## config.mk

```make
export PLATFORM = sky130hd
export DESIGN_NAME = ppm_p6_stream_parser_core
export DESIGN_NICKNAME = d
export VERILOG_FILES = /design/src/hdl/pps_pkg.sv /design/src/hdl/pps_front.sv /design/src/hdl/pps_queue.sv /design/src/hdl/pps_back.sv /design/src/hdl/ppm_p6_stream_parser_core.sv
export SDC_FILE = /design/constraint.sdc
export NUM_CORES = 1
export LEC_CHECK = 0
export ABC_AREA = 1
export BUFFER_PORTS_ARGS = -buffer_cell sky130_fd_sc_hd__buf_2
export CAP_MARGIN = 20
export CORE_MARGIN = 4
export CORE_UTILIZATION = 45
export DETAILED_ROUTE_END_ITERATION = 7
export GPL_TIMING_DRIVEN = 0
export PLACE_DENSITY = 0.71
export SYNTH_ARGS = -nofsm -noshare
export SYNTH_HDL_FRONTEND = slang
export SYNTH_SLANG_ARGS = --single-unit
export TNS_END_PERCENT = 100
```

## constraint.sdc

```tcl
create_clock -name i_clk -period 12.38 [get_ports i_clk]
set_input_delay 1.238 -clock i_clk [delete_from_list [all_inputs] [get_ports i_clk]]
set_output_delay 1.238 -clock i_clk [all_outputs]
set_load 0.1 [all_outputs]
```

## src/hdl/pps_pkg.sv

```systemverilog
`timescale 1ns / 1ps
// Shared types, codes and constants for the binary PPM stream parser.
package pps_pkg;

    localparam int DIM_W       = 17;
    localparam int NUM_EXT_W   = DIM_W + 4;
    localparam int BYTE_W      = 8;
    localparam int STATUS_W    = 3;
    localparam int PHASE_W     = 4;
    localparam int CHAN_W      = 2;
    localparam int IN_TDATA_W  = 8;
    localparam int OUT_TDATA_W = 48;
    localparam int OUT_PAD_W   = OUT_TDATA_W - (2 * DIM_W + BYTE_W);

    localparam int QUEUE_DEPTH = 2;
    localparam int QUEUE_PTR_W = $clog2(QUEUE_DEPTH);
    localparam int QUEUE_CNT_W = QUEUE_PTR_W + 1;

    localparam logic [DIM_W-1:0] MAX_DIMENSION = DIM_W'(100000);
    localparam logic [DIM_W-1:0] MAXVAL_OK     = DIM_W'(255);

    localparam logic [BYTE_W-1:0] CH_P     = 8'h50;
    localparam logic [BYTE_W-1:0] CH_SIX   = 8'h36;
    localparam logic [BYTE_W-1:0] CH_HASH  = 8'h23;
    localparam logic [BYTE_W-1:0] CH_LF    = 8'h0A;
    localparam logic [BYTE_W-1:0] CH_SPACE = 8'h20;
    localparam logic [BYTE_W-1:0] CH_TAB   = 8'h09;
    localparam logic [BYTE_W-1:0] CH_CR    = 8'h0D;
    localparam logic [BYTE_W-1:0] CH_ZERO  = 8'h30;
    localparam logic [BYTE_W-1:0] CH_NINE  = 8'h39;

    localparam logic [STATUS_W-1:0] ST_HEADER  = 3'd0;
    localparam logic [STATUS_W-1:0] ST_PAYLOAD = 3'd1;
    localparam logic [STATUS_W-1:0] ST_FORMAT  = 3'd2;
    localparam logic [STATUS_W-1:0] ST_MAXVAL  = 3'd3;
    localparam logic [STATUS_W-1:0] ST_TRUNC   = 3'd4;

    localparam logic [PHASE_W-1:0] PH_MAGIC_P = 4'd0;
    localparam logic [PHASE_W-1:0] PH_MAGIC_6 = 4'd1;
    localparam logic [PHASE_W-1:0] PH_SKIP_W  = 4'd2;
    localparam logic [PHASE_W-1:0] PH_CMT_W   = 4'd3;
    localparam logic [PHASE_W-1:0] PH_DIG_W   = 4'd4;
    localparam logic [PHASE_W-1:0] PH_SKIP_H  = 4'd5;
    localparam logic [PHASE_W-1:0] PH_CMT_H   = 4'd6;
    localparam logic [PHASE_W-1:0] PH_DIG_H   = 4'd7;
    localparam logic [PHASE_W-1:0] PH_SKIP_M  = 4'd8;
    localparam logic [PHASE_W-1:0] PH_CMT_M   = 4'd9;
    localparam logic [PHASE_W-1:0] PH_DIG_M   = 4'd10;
    localparam logic [PHASE_W-1:0] PH_PAYLOAD = 4'd11;
    localparam logic [PHASE_W-1:0] PH_DONE    = 4'd12;

    typedef struct packed {
        logic [BYTE_W-1:0] data;
        logic              end_mark;
        logic              is_space;
        logic              is_digit;
        logic              is_hash;
        logic              is_lf;
        logic              is_p;
        logic              is_six;
        logic [3:0]        digit;
    } t_token;

    typedef struct packed {
        logic [STATUS_W-1:0] status;
        logic [DIM_W-1:0]    image_width;
        logic [DIM_W-1:0]    image_height;
        logic [BYTE_W-1:0]   payload_byte;
        logic                last_byte;
    } t_result;

endpackage

```

## src/hdl/pps_front.sv

```systemverilog
`timescale 1ns / 1ps
// Front stage: accepts input beats and classifies each byte into a token.
module pps_front (
    input  logic                              i_clk,
    input  logic                              i_rst_n,
    input  logic                              s_axis_tvalid,
    output logic                              s_axis_tready,
    input  logic [pps_pkg::IN_TDATA_W-1:0]    s_axis_tdata,   // [7:0] stream_byte
    input  logic                              s_axis_tuser,   // [0] end_mark
    output logic                              o_tok_valid,
    input  logic                              i_tok_ready,
    output pps_pkg::t_token                   o_tok
);

    logic            r_valid;
    pps_pkg::t_token r_tok;
    pps_pkg::t_token n_tok;
    logic [pps_pkg::BYTE_W-1:0] c;

    assign c = s_axis_tdata[pps_pkg::BYTE_W-1:0];

    always_comb begin
        n_tok          = '0;
        n_tok.data     = c;
        n_tok.end_mark = s_axis_tuser;
        n_tok.is_space = (c == pps_pkg::CH_SPACE) ||
                         ((c >= pps_pkg::CH_TAB) && (c <= pps_pkg::CH_CR));
        n_tok.is_digit = (c >= pps_pkg::CH_ZERO) && (c <= pps_pkg::CH_NINE);
        n_tok.is_hash  = (c == pps_pkg::CH_HASH);
        n_tok.is_lf    = (c == pps_pkg::CH_LF);
        n_tok.is_p     = (c == pps_pkg::CH_P);
        n_tok.is_six   = (c == pps_pkg::CH_SIX);
        n_tok.digit    = 4'(c - pps_pkg::CH_ZERO);
    end

    assign s_axis_tready = !r_valid || i_tok_ready;
    assign o_tok_valid   = r_valid;
    assign o_tok         = r_tok;

    always_ff @(posedge i_clk) begin
        if (!i_rst_n) begin
            r_valid <= 1'b0;
        end else if (s_axis_tready) begin
            r_valid <= s_axis_tvalid;
        end
    end

    always_ff @(posedge i_clk) begin
        if (s_axis_tready && s_axis_tvalid) begin
            r_tok <= n_tok;
        end
    end

endmodule

```

## src/hdl/pps_queue.sv

```systemverilog
`timescale 1ns / 1ps
// Short token queue between the front and back stages.
module pps_queue (
    input  logic            i_clk,
    input  logic            i_rst_n,
    input  logic            i_push_valid,
    output logic            o_push_ready,
    input  pps_pkg::t_token i_push_tok,
    output logic            o_pop_valid,
    input  logic            i_pop_ready,
    output pps_pkg::t_token o_pop_tok
);

    pps_pkg::t_token                  r_mem [pps_pkg::QUEUE_DEPTH];
    logic [pps_pkg::QUEUE_PTR_W-1:0]  r_wr_ptr;
    logic [pps_pkg::QUEUE_PTR_W-1:0]  r_rd_ptr;
    logic [pps_pkg::QUEUE_CNT_W-1:0]  r_count;
    logic                             push;
    logic                             pop;

    assign o_push_ready = (r_count != pps_pkg::QUEUE_CNT_W'(pps_pkg::QUEUE_DEPTH));
    assign o_pop_valid  = (r_count != '0);
    assign o_pop_tok    = r_mem[r_rd_ptr];
    assign push         = i_push_valid && o_push_ready;
    assign pop          = o_pop_valid && i_pop_ready;

    always_ff @(posedge i_clk) begin
        if (!i_rst_n) begin
            r_wr_ptr <= '0;
            r_rd_ptr <= '0;
            r_count  <= '0;
        end else begin
            if (push) begin
                r_wr_ptr <= (r_wr_ptr == pps_pkg::QUEUE_PTR_W'(pps_pkg::QUEUE_DEPTH - 1))
                            ? '0 : r_wr_ptr + 1'b1;
            end
            if (pop) begin
                r_rd_ptr <= (r_rd_ptr == pps_pkg::QUEUE_PTR_W'(pps_pkg::QUEUE_DEPTH - 1))
                            ? '0 : r_rd_ptr + 1'b1;
            end
            if (push && !pop) begin
                r_count <= r_count + 1'b1;
            end else if (pop && !push) begin
                r_count <= r_count - 1'b1;
            end
        end
    end

    always_ff @(posedge i_clk) begin
        if (push) begin
            r_mem[r_wr_ptr] <= i_push_tok;
        end
    end

endmodule

```

## src/hdl/pps_back.sv

```systemverilog
`timescale 1ns / 1ps
// Back stage: header state machine, payload counters and the output register.
module pps_back (
    input  logic            i_clk,
    input  logic            i_rst_n,
    input  logic            i_tok_valid,
    output logic            o_tok_ready,
    input  pps_pkg::t_token i_tok,
    output logic            o_res_valid,
    input  logic            i_res_ready,
    output pps_pkg::t_result o_res
);

    logic [pps_pkg::PHASE_W-1:0] r_phase,  n_phase;
    logic [pps_pkg::DIM_W-1:0]   r_num,    n_num;
    logic [pps_pkg::DIM_W-1:0]   r_width,  n_width;
    logic [pps_pkg::DIM_W-1:0]   r_height, n_height;
    logic [pps_pkg::CHAN_W-1:0]  r_chan,   n_chan;
    logic [pps_pkg::DIM_W-1:0]   r_col,    n_col;
    logic [pps_pkg::DIM_W-1:0]   r_row,    n_row;
    logic                        r_out_valid;
    pps_pkg::t_result            r_out;
    pps_pkg::t_result            n_out;
    logic                        n_emit;
    logic                        consume;

    logic [pps_pkg::NUM_EXT_W-1:0] num_next;
    logic                          num_over;
    logic                          first_over;
    logic                          last_ch;
    logic                          last_col;
    logic                          last_row;
    logic                          is_last;
    logic                          is_skip;
    logic                          is_cmt;
    logic                          is_dig;
    logic [pps_pkg::PHASE_W-1:0]   ph_skip;
    logic [pps_pkg::PHASE_W-1:0]   ph_cmt;
    logic [pps_pkg::PHASE_W-1:0]   ph_dig;

    assign o_tok_ready = !r_out_valid || i_res_ready;
    assign consume     = i_tok_valid && o_tok_ready;
    assign o_res_valid = r_out_valid;
    assign o_res       = r_out;

    assign num_next = (pps_pkg::NUM_EXT_W'(r_num) << 3) + (pps_pkg::NUM_EXT_W'(r_num) << 1)
                    + pps_pkg::NUM_EXT_W'(i_tok.digit);
    assign num_over   = num_next > pps_pkg::NUM_EXT_W'(pps_pkg::MAX_DIMENSION);
    assign first_over = pps_pkg::DIM_W'(i_tok.digit) > pps_pkg::MAX_DIMENSION;

    assign last_ch  = (r_chan >= pps_pkg::CHAN_W'(2));
    assign last_col = ({1'b0, r_col} + 1'b1) >= {1'b0, r_width};
    assign last_row = ({1'b0, r_row} + 1'b1) >= {1'b0, r_height};
    assign is_last  = last_ch && last_col && last_row;

    always_comb begin
        is_skip = 1'b0;
        is_cmt  = 1'b0;
        is_dig  = 1'b0;
        ph_skip = pps_pkg::PH_SKIP_W;
        ph_cmt  = pps_pkg::PH_CMT_W;
        ph_dig  = pps_pkg::PH_DIG_W;
        case (r_phase)
            pps_pkg::PH_SKIP_W, pps_pkg::PH_CMT_W, pps_pkg::PH_DIG_W: begin
                ph_skip = pps_pkg::PH_SKIP_W;
                ph_cmt  = pps_pkg::PH_CMT_W;
                ph_dig  = pps_pkg::PH_DIG_W;
            end
            pps_pkg::PH_SKIP_H, pps_pkg::PH_CMT_H, pps_pkg::PH_DIG_H: begin
                ph_skip = pps_pkg::PH_SKIP_H;
                ph_cmt  = pps_pkg::PH_CMT_H;
                ph_dig  = pps_pkg::PH_DIG_H;
            end
            pps_pkg::PH_SKIP_M, pps_pkg::PH_CMT_M, pps_pkg::PH_DIG_M: begin
                ph_skip = pps_pkg::PH_SKIP_M;
                ph_cmt  = pps_pkg::PH_CMT_M;
                ph_dig  = pps_pkg::PH_DIG_M;
            end
            default: begin
            end
        endcase
        is_skip = (r_phase == pps_pkg::PH_SKIP_W) || (r_phase == pps_pkg::PH_SKIP_H) ||
                  (r_phase == pps_pkg::PH_SKIP_M);
        is_cmt  = (r_phase == pps_pkg::PH_CMT_W) || (r_phase == pps_pkg::PH_CMT_H) ||
                  (r_phase == pps_pkg::PH_CMT_M);
        is_dig  = (r_phase == pps_pkg::PH_DIG_W) || (r_phase == pps_pkg::PH_DIG_H) ||
                  (r_phase == pps_pkg::PH_DIG_M);
    end

    always_comb begin
        logic do_fail;
        logic do_clear;
        logic [pps_pkg::STATUS_W-1:0] fail_status;

        do_fail     = 1'b0;
        do_clear    = 1'b0;
        fail_status = pps_pkg::ST_FORMAT;
        n_phase  = r_phase;
        n_num    = r_num;
        n_width  = r_width;
        n_height = r_height;
        n_chan   = r_chan;
        n_col    = r_col;
        n_row    = r_row;
        n_emit   = 1'b0;
        n_out    = '0;

        if (i_tok.end_mark) begin
            if (r_phase == pps_pkg::PH_DONE) begin
                do_clear = 1'b1;
            end else if (r_phase == pps_pkg::PH_PAYLOAD) begin
                do_fail     = 1'b1;
                fail_status = pps_pkg::ST_TRUNC;
            end else begin
                do_fail = 1'b1;
            end
        end else if (r_phase == pps_pkg::PH_MAGIC_P) begin
            if (i_tok.is_p) begin
                n_phase = pps_pkg::PH_MAGIC_6;
            end else begin
                do_fail = 1'b1;
            end
        end else if (r_phase == pps_pkg::PH_MAGIC_6) begin
            if (i_tok.is_six) begin
                n_phase = pps_pkg::PH_SKIP_W;
            end else begin
                do_fail = 1'b1;
            end
        end else if (is_skip) begin
            if (i_tok.is_space) begin
                n_phase = r_phase;
            end else if (i_tok.is_hash) begin
                n_phase = ph_cmt;
            end else if (!i_tok.is_digit || first_over) begin
                do_fail = 1'b1;
            end else begin
                n_num   = pps_pkg::DIM_W'(i_tok.digit);
                n_phase = ph_dig;
            end
        end else if (is_cmt) begin
            if (i_tok.is_lf) begin
                n_phase = ph_skip;
            end
        end else if (is_dig) begin
            if (i_tok.is_digit) begin
                if (num_over) begin
                    do_fail = 1'b1;
                end else begin
                    n_num = num_next[pps_pkg::DIM_W-1:0];
                end
            end else if (!i_tok.is_space) begin
                do_fail = 1'b1;
            end else if (r_phase == pps_pkg::PH_DIG_W) begin
                n_width = r_num;
                n_num   = '0;
                n_phase = pps_pkg::PH_SKIP_H;
            end else if (r_phase == pps_pkg::PH_DIG_H) begin
                n_height = r_num;
                n_num    = '0;
                n_phase  = pps_pkg::PH_SKIP_M;
            end else if ((r_width == '0) || (r_height == '0)) begin
                do_fail = 1'b1;
            end else if (r_num != pps_pkg::MAXVAL_OK) begin
                do_fail     = 1'b1;
                fail_status = pps_pkg::ST_MAXVAL;
            end else begin
                n_num    = '0;
                n_chan   = '0;
                n_col    = '0;
                n_row    = '0;
                n_phase  = pps_pkg::PH_PAYLOAD;
                n_emit   = 1'b1;
                n_out.status       = pps_pkg::ST_HEADER;
                n_out.image_width  = r_width;
                n_out.image_height = r_height;
            end
        end else if (r_phase == pps_pkg::PH_PAYLOAD) begin
            if (is_last) begin
                n_phase = pps_pkg::PH_DONE;
            end else if (!last_ch) begin
                n_chan = r_chan + 1'b1;
            end else begin
                n_chan = '0;
                if (!last_col) begin
                    n_col = r_col + 1'b1;
                end else begin
                    n_col = '0;
                    n_row = r_row + 1'b1;
                end
            end
            n_emit             = 1'b1;
            n_out.status       = pps_pkg::ST_PAYLOAD;
            n_out.payload_byte = i_tok.data;
            n_out.last_byte    = is_last;
        end else if (r_phase != pps_pkg::PH_DONE) begin
            do_clear = 1'b1;
        end

        if (do_fail) begin
            do_clear     = 1'b1;
            n_emit       = 1'b1;
            n_out        = '0;
            n_out.status = fail_status;
        end
        if (do_clear) begin
            n_phase  = pps_pkg::PH_MAGIC_P;
            n_num    = '0;
            n_width  = '0;
            n_height = '0;
            n_chan   = '0;
            n_col    = '0;
            n_row    = '0;
        end
    end

    always_ff @(posedge i_clk) begin
        if (!i_rst_n) begin
            r_phase     <= pps_pkg::PH_MAGIC_P;
            r_num       <= '0;
            r_width     <= '0;
            r_height    <= '0;
            r_chan      <= '0;
            r_col       <= '0;
            r_row       <= '0;
            r_out_valid <= 1'b0;
        end else begin
            if (consume) begin
                r_phase  <= n_phase;
                r_num    <= n_num;
                r_width  <= n_width;
                r_height <= n_height;
                r_chan   <= n_chan;
                r_col    <= n_col;
                r_row    <= n_row;
            end
            if (consume) begin
                r_out_valid <= n_emit;
            end else if (i_res_ready) begin
                r_out_valid <= 1'b0;
            end
        end
    end

    always_ff @(posedge i_clk) begin
        if (consume && n_emit) begin
            r_out <= n_out;
        end
    end

    a_chan_range: assert property (@(posedge i_clk) disable iff (!i_rst_n)
        r_chan != 2'd3)
        else $error("Channel counter left its range.");

    a_payload_dims: assert property (@(posedge i_clk) disable iff (!i_rst_n)
        (r_phase == pps_pkg::PH_PAYLOAD) |-> ((r_width != '0) && (r_height != '0)))
        else $error("Payload phase entered with a zero dimension.");

    a_header_to_payload: assert property (@(posedge i_clk) disable iff (!i_rst_n)
        (consume && n_emit && (n_out.status == pps_pkg::ST_HEADER))
        |=> (r_phase == pps_pkg::PH_PAYLOAD))
        else $error("Header beat did not start the payload.");

    a_last_to_done: assert property (@(posedge i_clk) disable iff (!i_rst_n)
        (consume && n_emit && n_out.last_byte) |=> (r_phase == pps_pkg::PH_DONE))
        else $error("Last payload byte did not finish the image.");

    a_no_result_lost: assert property (@(posedge i_clk) disable iff (!i_rst_n)
        (r_out_valid && !i_res_ready) |=> r_out_valid)
        else $error("A stalled result was dropped.");

endmodule

```

## src/hdl/ppm_p6_stream_parser_core.sv

```systemverilog
`timescale 1ns / 1ps
// Top level of the binary PPM (P6) header parser and payload passer.
//
// The input channel carries one file byte per beat in s_axis_tdata, or an
// end-of-stream mark in s_axis_tuser with no byte. The output channel gives
// at most one beat per input beat: a header beat with width and height once
// the header is complete, one beat per RGB sample byte with tlast on the
// final sample, or an error beat (format error, unsupported maxval or
// truncated stream). Whitespace, comments, magic bytes, trailing bytes and
// an end mark after a complete image give no beat.
// One beat is taken every cycle while s_axis_tready is high. A byte passes a
// classifying register, a two-entry queue and the output register before
// its result is shown on m_axis_tvalid and can be taken by the receiver.
// After reset, and after every error or end of stream, the parser waits for
// the magic bytes again. When the receiver holds tready low, the output
// register keeps its beat, the queue and the front register fill, and then
// s_axis_tready drops; no beat is lost.
module ppm_p6_stream_parser_core (
    input  logic                               i_clk,
    input  logic                               i_rst_n,
    input  logic                               s_axis_tvalid,
    output logic                               s_axis_tready,
    input  logic [pps_pkg::IN_TDATA_W-1:0]     s_axis_tdata,  // [7:0] stream_byte
    input  logic                               s_axis_tuser,  // [0] end_mark
    output logic                               m_axis_tvalid,
    input  logic                               m_axis_tready,
    // [16:0] image_width, [33:17] image_height, [41:34] payload_byte, [47:42] zero
    output logic [pps_pkg::OUT_TDATA_W-1:0]    m_axis_tdata,
    output logic [pps_pkg::STATUS_W-1:0]       m_axis_tuser,  // [2:0] status
    output logic                               m_axis_tlast   // last_byte
);

    logic             front_valid;
    logic             front_ready;
    pps_pkg::t_token  front_tok;
    logic             back_valid;
    logic             back_ready;
    pps_pkg::t_token  back_tok;
    pps_pkg::t_result res;

    pps_front u_front (
        .i_clk         (i_clk),
        .i_rst_n       (i_rst_n),
        .s_axis_tvalid (s_axis_tvalid),
        .s_axis_tready (s_axis_tready),
        .s_axis_tdata  (s_axis_tdata),
        .s_axis_tuser  (s_axis_tuser),
        .o_tok_valid   (front_valid),
        .i_tok_ready   (front_ready),
        .o_tok         (front_tok)
    );

    pps_queue u_queue (
        .i_clk        (i_clk),
        .i_rst_n      (i_rst_n),
        .i_push_valid (front_valid),
        .o_push_ready (front_ready),
        .i_push_tok   (front_tok),
        .o_pop_valid  (back_valid),
        .i_pop_ready  (back_ready),
        .o_pop_tok    (back_tok)
    );

    pps_back u_back (
        .i_clk       (i_clk),
        .i_rst_n     (i_rst_n),
        .i_tok_valid (back_valid),
        .o_tok_ready (back_ready),
        .i_tok       (back_tok),
        .o_res_valid (m_axis_tvalid),
        .i_res_ready (m_axis_tready),
        .o_res       (res)
    );

    assign m_axis_tdata = {{pps_pkg::OUT_PAD_W{1'b0}}, res.payload_byte,
                           res.image_height, res.image_width};
    assign m_axis_tuser = res.status;
    assign m_axis_tlast = res.last_byte;

endmodule
```

### Word-level counts from Yosys, hierarchy flattened

Memories as Yosys holds them, arrays and structs flattened. A register that Yosys moved wholly into a read port is not among the register bits.
Cells that the tools add are included.

| storage, ports and cells | value |
|---|---|
| register bits | 162 |
| bits in writable memories | 38 |
| bits of input ports | 13 |
| word-level logic and storage cells | 340 |
| memories kept | 1 |

Memories:

| name | depth | width | rd ports | clocked after Yosys merged registers in | write ports | line | RTL |
|---|---|---|---|---|---|---|---|
| u_queue.r_mem | 2 | 19 | 1 | 1 | 1 | pps_queue.sv:14 | `pps_pkg::t_token r_mem [pps_pkg::QUEUE_DEPTH];` |

| operators by class | value |
|---|---|
| $add $sub $neg | 12 |
| order comparisons | 8 |
| equal/unequal tests | 50 |
| multiplexer cells | 188 |
| bitwise logic cells | 3 |
| reduce and logical (&&, ||, !) cells | 52 |

Operators by type and width:

| kind | number |
|---|---|
| two-way mux 17 bit | 64 |
| two-way mux 46 bit | 6 |
| two-way mux 37 bit | 5 |
| two-way mux 4 bit | 21 |
| two-way mux 34 bit | 2 |
| two-way mux 1 bit | 53 |
| two-way mux 3 bit | 14 |
| adder 17 x 1 -> 18 bit (second input constant) | 2 |
| >= comparator 18 x 17 -> 1 bit | 2 |
| two-way mux 2 bit | 18 |
| adder 17 x 1 -> 17 bit (second input constant) | 2 |
| zero test 17 bit | 2 |
| inequality test 3 bit (second input constant) | 9 |
| AND reduction 13 bit | 2 |
| equality test 8 x 6 -> 1 bit (second input constant) | 3 |
| one-hot mux 4 bit (2 select lines) | 3 |
| adder 20 x 18 -> 21 bit | 1 |
| adder 21 x 4 -> 21 bit | 1 |
| > comparator 21 x 17 -> 1 bit (second input constant) | 1 |
| equality test 4 bit (second input constant) | 5 |
| two-way mux 9 bit | 2 |
| inequality test 9 x 7 -> 1 bit (second input constant) | 2 |
| inequality test 17 x 8 -> 1 bit (second input constant) | 1 |
| equality test 4 x 3 -> 1 bit (second input constant) | 4 |
| other kinds (40) | 88 |

### Logic depth before layout (Yosys ltp)

| logic depth | value |
|---|---|
| depth after elaboration | 16 |
| mapped depth | 37 |
| depth with buffers taken out | 34 |

### Modules after synthesis

Synthesis repeated with hierarchy kept, for this count alone.

| second synthesis, totals | value |
|---|---|
| cell total of the unflattened synthesis | 1532 |
| area total of the unflattened synthesis | 11657.4 µm² |

By module, submodules not included:

| module | times used | cells an instance | area an instance (µm²) | sequential area each (µm²) |
|---|---|---|---|---|
| pps_back | 1 | 1372 | 9273.9 | 3223.1 |
| pps_queue | 1 | 96 | 1664.1 | 1241.2 |
| pps_front | 1 | 57 | 670.6 | 470.5 |
| ppm_p6_stream_parser_core | 1 | 7 | 48.8 | 0.0 |

### Worst setup path before layout

Ideal clock, no wire load.

| timing path | value |
|---|---|
| kind | reg2reg |
| start point | register (tool-made name) |
| end point | register u_back.r_out (netlist bit u_back.o_res[0]) (enable) |
| arrival | 5412 ps |
| data required time | 11913 ps |
| setup slack | 6502 ps |
| stages on the path, launching flop included | 30 |
| buffers on the path | 2 |
| clock period less this slack | 5878 ps |
| cells stage by stage | dfxtp_1 buf_4 inv_2 clkbuf_1 or2_2 o21ai_0 inv_1 ha_1 ha_1 inv_1 fa_1 inv_1 nand3_1 nand2_1 nand2_1 nand2_1 nand2_1 nand2_1 nand2_1 nand2_1 inv_1 nand2_1 nor2_1 nand3_1 nand2_1 nand2_1 nand2_2 nand2_1 o41ai_1 a21oi_1 |

RTL lines:

| element | line | RTL |
|---|---|---|
| to (signal assigned) | pps_back.sv:246 | `r_out <= n_out;` |
| to (decl) | pps_back.sv:22 | `pps_pkg::t_result r_out;` |

==> implementation parameters <==
Parameter                              Value

Placement
  Final weighted congestion of routability-driven global placement ... approximately 0.95
  Cell total after placement ... 1822
  Number of port buffers ... 60
  Post-placement setup slack ... around 7100 ps
  Total half-perimeter wirelength after legalization and detailed placement ... roughly 21 mm

Synthesis
  Yosys synthesis warning count ... 0
  Count of flip-flops with a built-in enable after synthesis ... between 90 and 100
  Most used flip-flop cell after synthesis ... sky130_fd_sc_hd__dfxtp_1
  Fraction of the yosys area taken by sequential cells ... around 43%
  Average cell area after synthesis ... roughly 7.7 um^2
  Count of different cell masters after synthesis ... 50
  Post-synthesis instance area ... about 11000 um^2
  Count of state elements after synthesis ... approximately 190
  Cells after Synth ... about 1400
  Asr flop ratio synth ... 0%

Pwr
  Worst voltage drop across the vdd grid ... between 0.2 and 0.25 mV
  P_leak ... approximately 0.0056 uW
  Pwr Density ... about 270 nW/um^2
  Overall power of the completed layout ... between 3000 and 4000 uW

Route
  Remaining design rule violation count ... 0
  Initial drt markers ... between 800 and 900
  Detail-routed via count per cell ... between 5 and 6
  Total Wirelength ... between 20 and 30 mm
  First-pass detailed-route iteration total ... 5
  Vias ... ~9600
  ANT nets after route ... 0
  WL per Instance ... approximately 14 um

Die
  Total number of placement rows ... 56
  Initial core utilization ... 46.2%
  Y dimension of the die ... about 160 um
  Die area ... roughly 27000 um^2
  Placeable core region ... 23800 um^2
  Count of pins on the block boundary ... 67
  Chip width ... ~160 um

STA
  Final hold violation count ... 0
  Minimum setup slack in the final design ... a little over 7000 ps
  Max-slew headroom at the worst pin ... 47.6%
  Fmax ... between 150 and 200 MHz
  Max-slew violation count ... 0
  Post-route minimum period ... around 5300 ps
  Transition time at the pin with the least slew margin ... 786 ps
  Final setup violation count ... 0
  Total negative setup slack ... 0 ps
  Clock Skew ... between 20 and 25 ps
  Setup repair after global routing missed its margin ... no
  Final worst-path cycle share ... roughly 43%

GRT
  Number of global-route vias before repair ... ~9000
  Pin count of the biggest net entering global routing ... 32
  Aggregate global-route resource usage ... between 20% and 30%
  First-pass GRT wire length ... 43.9 mm
  Final global-route overflow total ... 0
  Number of antenna violations at the first check in global routing ... 0

Clocking
  Clock net sink count ... approximately 190
  H-tree levels ... 4
  Clock Tree Root ... sky130_fd_sc_hd__clkbuf_16
  Number of gates given a new drive strength after cts ... 0
  Number of buffers on the longest clock path ... 2
  CTS tree ... yes
  Number of hold buffers added after cts ... 0
  Clock latency on the worst-skew pair ... between 400 and 500 ps
  Clock slew at the register clock pins of the worst setup and hold paths ... around 70 ps
  Number of buffers inserted during clock tree synthesis ... 17
  Number of setup buffers added after CTS ... 0

Critical path
  Critical path buffer and inverter count ... 4
  Cell with the largest stage delay on the worst path ... sky130_fd_sc_hd__a21oi_4
  Nature of the critical path startpoint ... flip-flop
  Critical-path maximum fanout ... 31
  Slowest cell delay on critical path ... between 600 and 700 ps
  Critical Path AT ... approximately 5400 ps
  Top delay family on crit path ... simple AND/OR/NAND/NOR gates
  Kind of end point of the critical path ... flip-flop
  Cell-by-cell listing of the critical path ... buf_4, clkbuf_1, mux2i_1, fa_1, fa_1, inv_1, nand3_1, nand2_1, nand2_1, nand3b_1, nand2_1, nor2_1, nand2_1, nand3_1, nand2_1, nand3_1, nand2_1, nand2_1, nand2_2, nand2_1, o41ai_1, a21oi_4, buf_12
  Worst EP required ... 12520 ps
  Worst Path Class, Setup ... reg2reg
  Most common cell on crit path ... sky130_fd_sc_hd__nand2_1

Cells and area
  Layout Nets ... roughly 1600
  Fill cells ... roughly 2300
  Layout cell share with drive strength beyond 1 ... about a tenth
  Cell Count, Final, Fillers Out ... between 1500 and 2000
  Diode insertion count for antenna repair ... 0
  Area added between synthesis and finish ... 12.4%

Worst hold path
  Hold WC Path Type ... reg2reg

Job
  Max Cap Viol ... 0

Status
  Run status ... complete, no violations
==> worst reg2reg max path: cells and delay by family (launching register included) <==
family,cells,cell delay [ps]
AO/OA/AOI/OAI,2,810
adder cells (fa/ha/maj),2,990
buffers and inverters,4,1010
flip-flops,1,320
multiplexers,1,480
AND/OR/NAND/NOR,14,1350
==> flip-flops by register name, indices dropped and copies added, names as in the netlist, 4 cells and up, named ones only <==
name	flops
u_back.o_res	46
u_back.r_num	17
u_front.o_tok	15
u_back.r_height	17
u_back.r_phase	4
u_back.r_col	17
u_back.r_width	17
u_back.r_row	17
u_queue.r_mem	30
==> cell usage in the layout (no fill, tap or decap), types with 4 or more instances in the layout <==
cell,count
sky130_fd_sc_hd__inv_1,204
sky130_fd_sc_hd__nor2_2,8
sky130_fd_sc_hd__nor4_1,15
sky130_fd_sc_hd__nand3_2,4
sky130_fd_sc_hd__nand3b_1,7
sky130_fd_sc_hd__ha_1,70
sky130_fd_sc_hd__nor3_1,21
sky130_fd_sc_hd__a21oi_1,109
sky130_fd_sc_hd__clkbuf_1,15
sky130_fd_sc_hd__a211oi_1,5
sky130_fd_sc_hd__clkbuf_16,17
sky130_fd_sc_hd__buf_6,5
sky130_fd_sc_hd__or2_2,7
sky130_fd_sc_hd__nand4_1,29
sky130_fd_sc_hd__o21ai_0,74
sky130_fd_sc_hd__buf_4,12
sky130_fd_sc_hd__inv_2,11
sky130_fd_sc_hd__nand3_1,73
sky130_fd_sc_hd__nor2_1,208
sky130_fd_sc_hd__o21ai_1,4
sky130_fd_sc_hd__conb_1,6
sky130_fd_sc_hd__nand2_1,289
sky130_fd_sc_hd__dfxtp_1,98
sky130_fd_sc_hd__edfxtp_1,91
sky130_fd_sc_hd__xor2_1,25
sky130_fd_sc_hd__buf_2,71
==> power breakdown <==
group	switching [uW]	internal [uW]
Combinational	1400	424
Clock	271	271
Sequential	74.2	846
Total	1740	1540
==> routing by layer <==
layer	routed length (um)	part of all wire (%)	track usage, %
met1	11900	45	25.8
met2	13000	49	35.3
met3	1310	4.9	3.16
met4	456	1.7	6.71
met5	0	0	0
==> cell families after synthesis <==
| family | synth area share [%] |
|---|---|
| AND/OR/NAND/NOR | 26.8 |
| buffers and inverters | 9.63 |
| AO/OA/AOI/OAI | 10.0 |
| flip-flops | 42.8 |
| adder cells (fa/ha/maj) | 8.34 |
| XOR/XNOR | 2.23 |
| multiplexers | 0.182 |
| other | 0.0342 |
==> through the flow <==
stage	util (%)	hold slack (ps)	instance area [um^2]
after floorplan	-	421	11000
after global placement	49.2	423	11700
after detailed placement	49.4	433	11700
after CTS	51.9	451	12300
after global routing	51.9	461	12300
final	51.9	449	12300
==> cells in the mapped netlist, drive strengths merged (2+ instances only) <==
| cell type | instances | area (um^2) |
|---|---|---|
| a211oi | 5 | 37.5 |
| a21oi | 112 | 568 |
| and2 | 3 | 18.8 |
| buf | 26 | 186 |
| clkbuf | 15 | 56.3 |
| clkinv | 2 | 7.51 |
| dfxtp | 98 | 1960 |
| edfxtp | 91 | 2730 |
| fa | 2 | 40.0 |
| ha | 70 | 876 |
| inv | 215 | 807 |
| mux2i | 2 | 20.0 |
| nand2 | 292 | 1110 |
| nand3 | 78 | 423 |
| nand3b | 7 | 52.6 |
| nand4 | 29 | 181 |
| nor2 | 218 | 862 |
| nor3 | 23 | 125 |
| nor3b | 2 | 15.0 |
| nor4 | 15 | 93.8 |
| o2111ai | 2 | 17.5 |
| o21ai | 80 | 408 |
| o31ai | 2 | 15.0 |
| or2 | 9 | 56.3 |
| xnor2 | 3 | 26.3 |
| xor2 | 25 | 219 |
==> final cells by class <==
cell class	instances	area [um^2]	share of cell area (%)
clock inverter	15	166	1.35
buffer	41	243	1.97
multi-input combinational	993	5260	42.6
sequential	189	4690	38.1
inverter	217	815	6.60
timing repair buffer	63	335	2.72
clock buffer	17	425	3.45
tap	319	399	3.24
==> worst paths after layout <==
check / end / cells after the start / startpoint / slack (ps)
hold reg to reg: u_queue.r_mem[0][17]$_DFFE_PP_ / 0 / u_front.o_tok[17]$_DFFE_PP_ / 450
hold / removal: u_queue.r_mem[0][17]$_DFFE_PP_ / 0 / u_front.o_tok[17]$_DFFE_PP_ / 450
setup / recovery: u_back.o_res[15]$_SDFFCE_PP0P_ / 23 / flip-flop / 7110
setup reg to reg: u_back.o_res[15]$_SDFFCE_PP0P_ / 23 / flip-flop / 7110
Power figures use the tool's default switching activity.
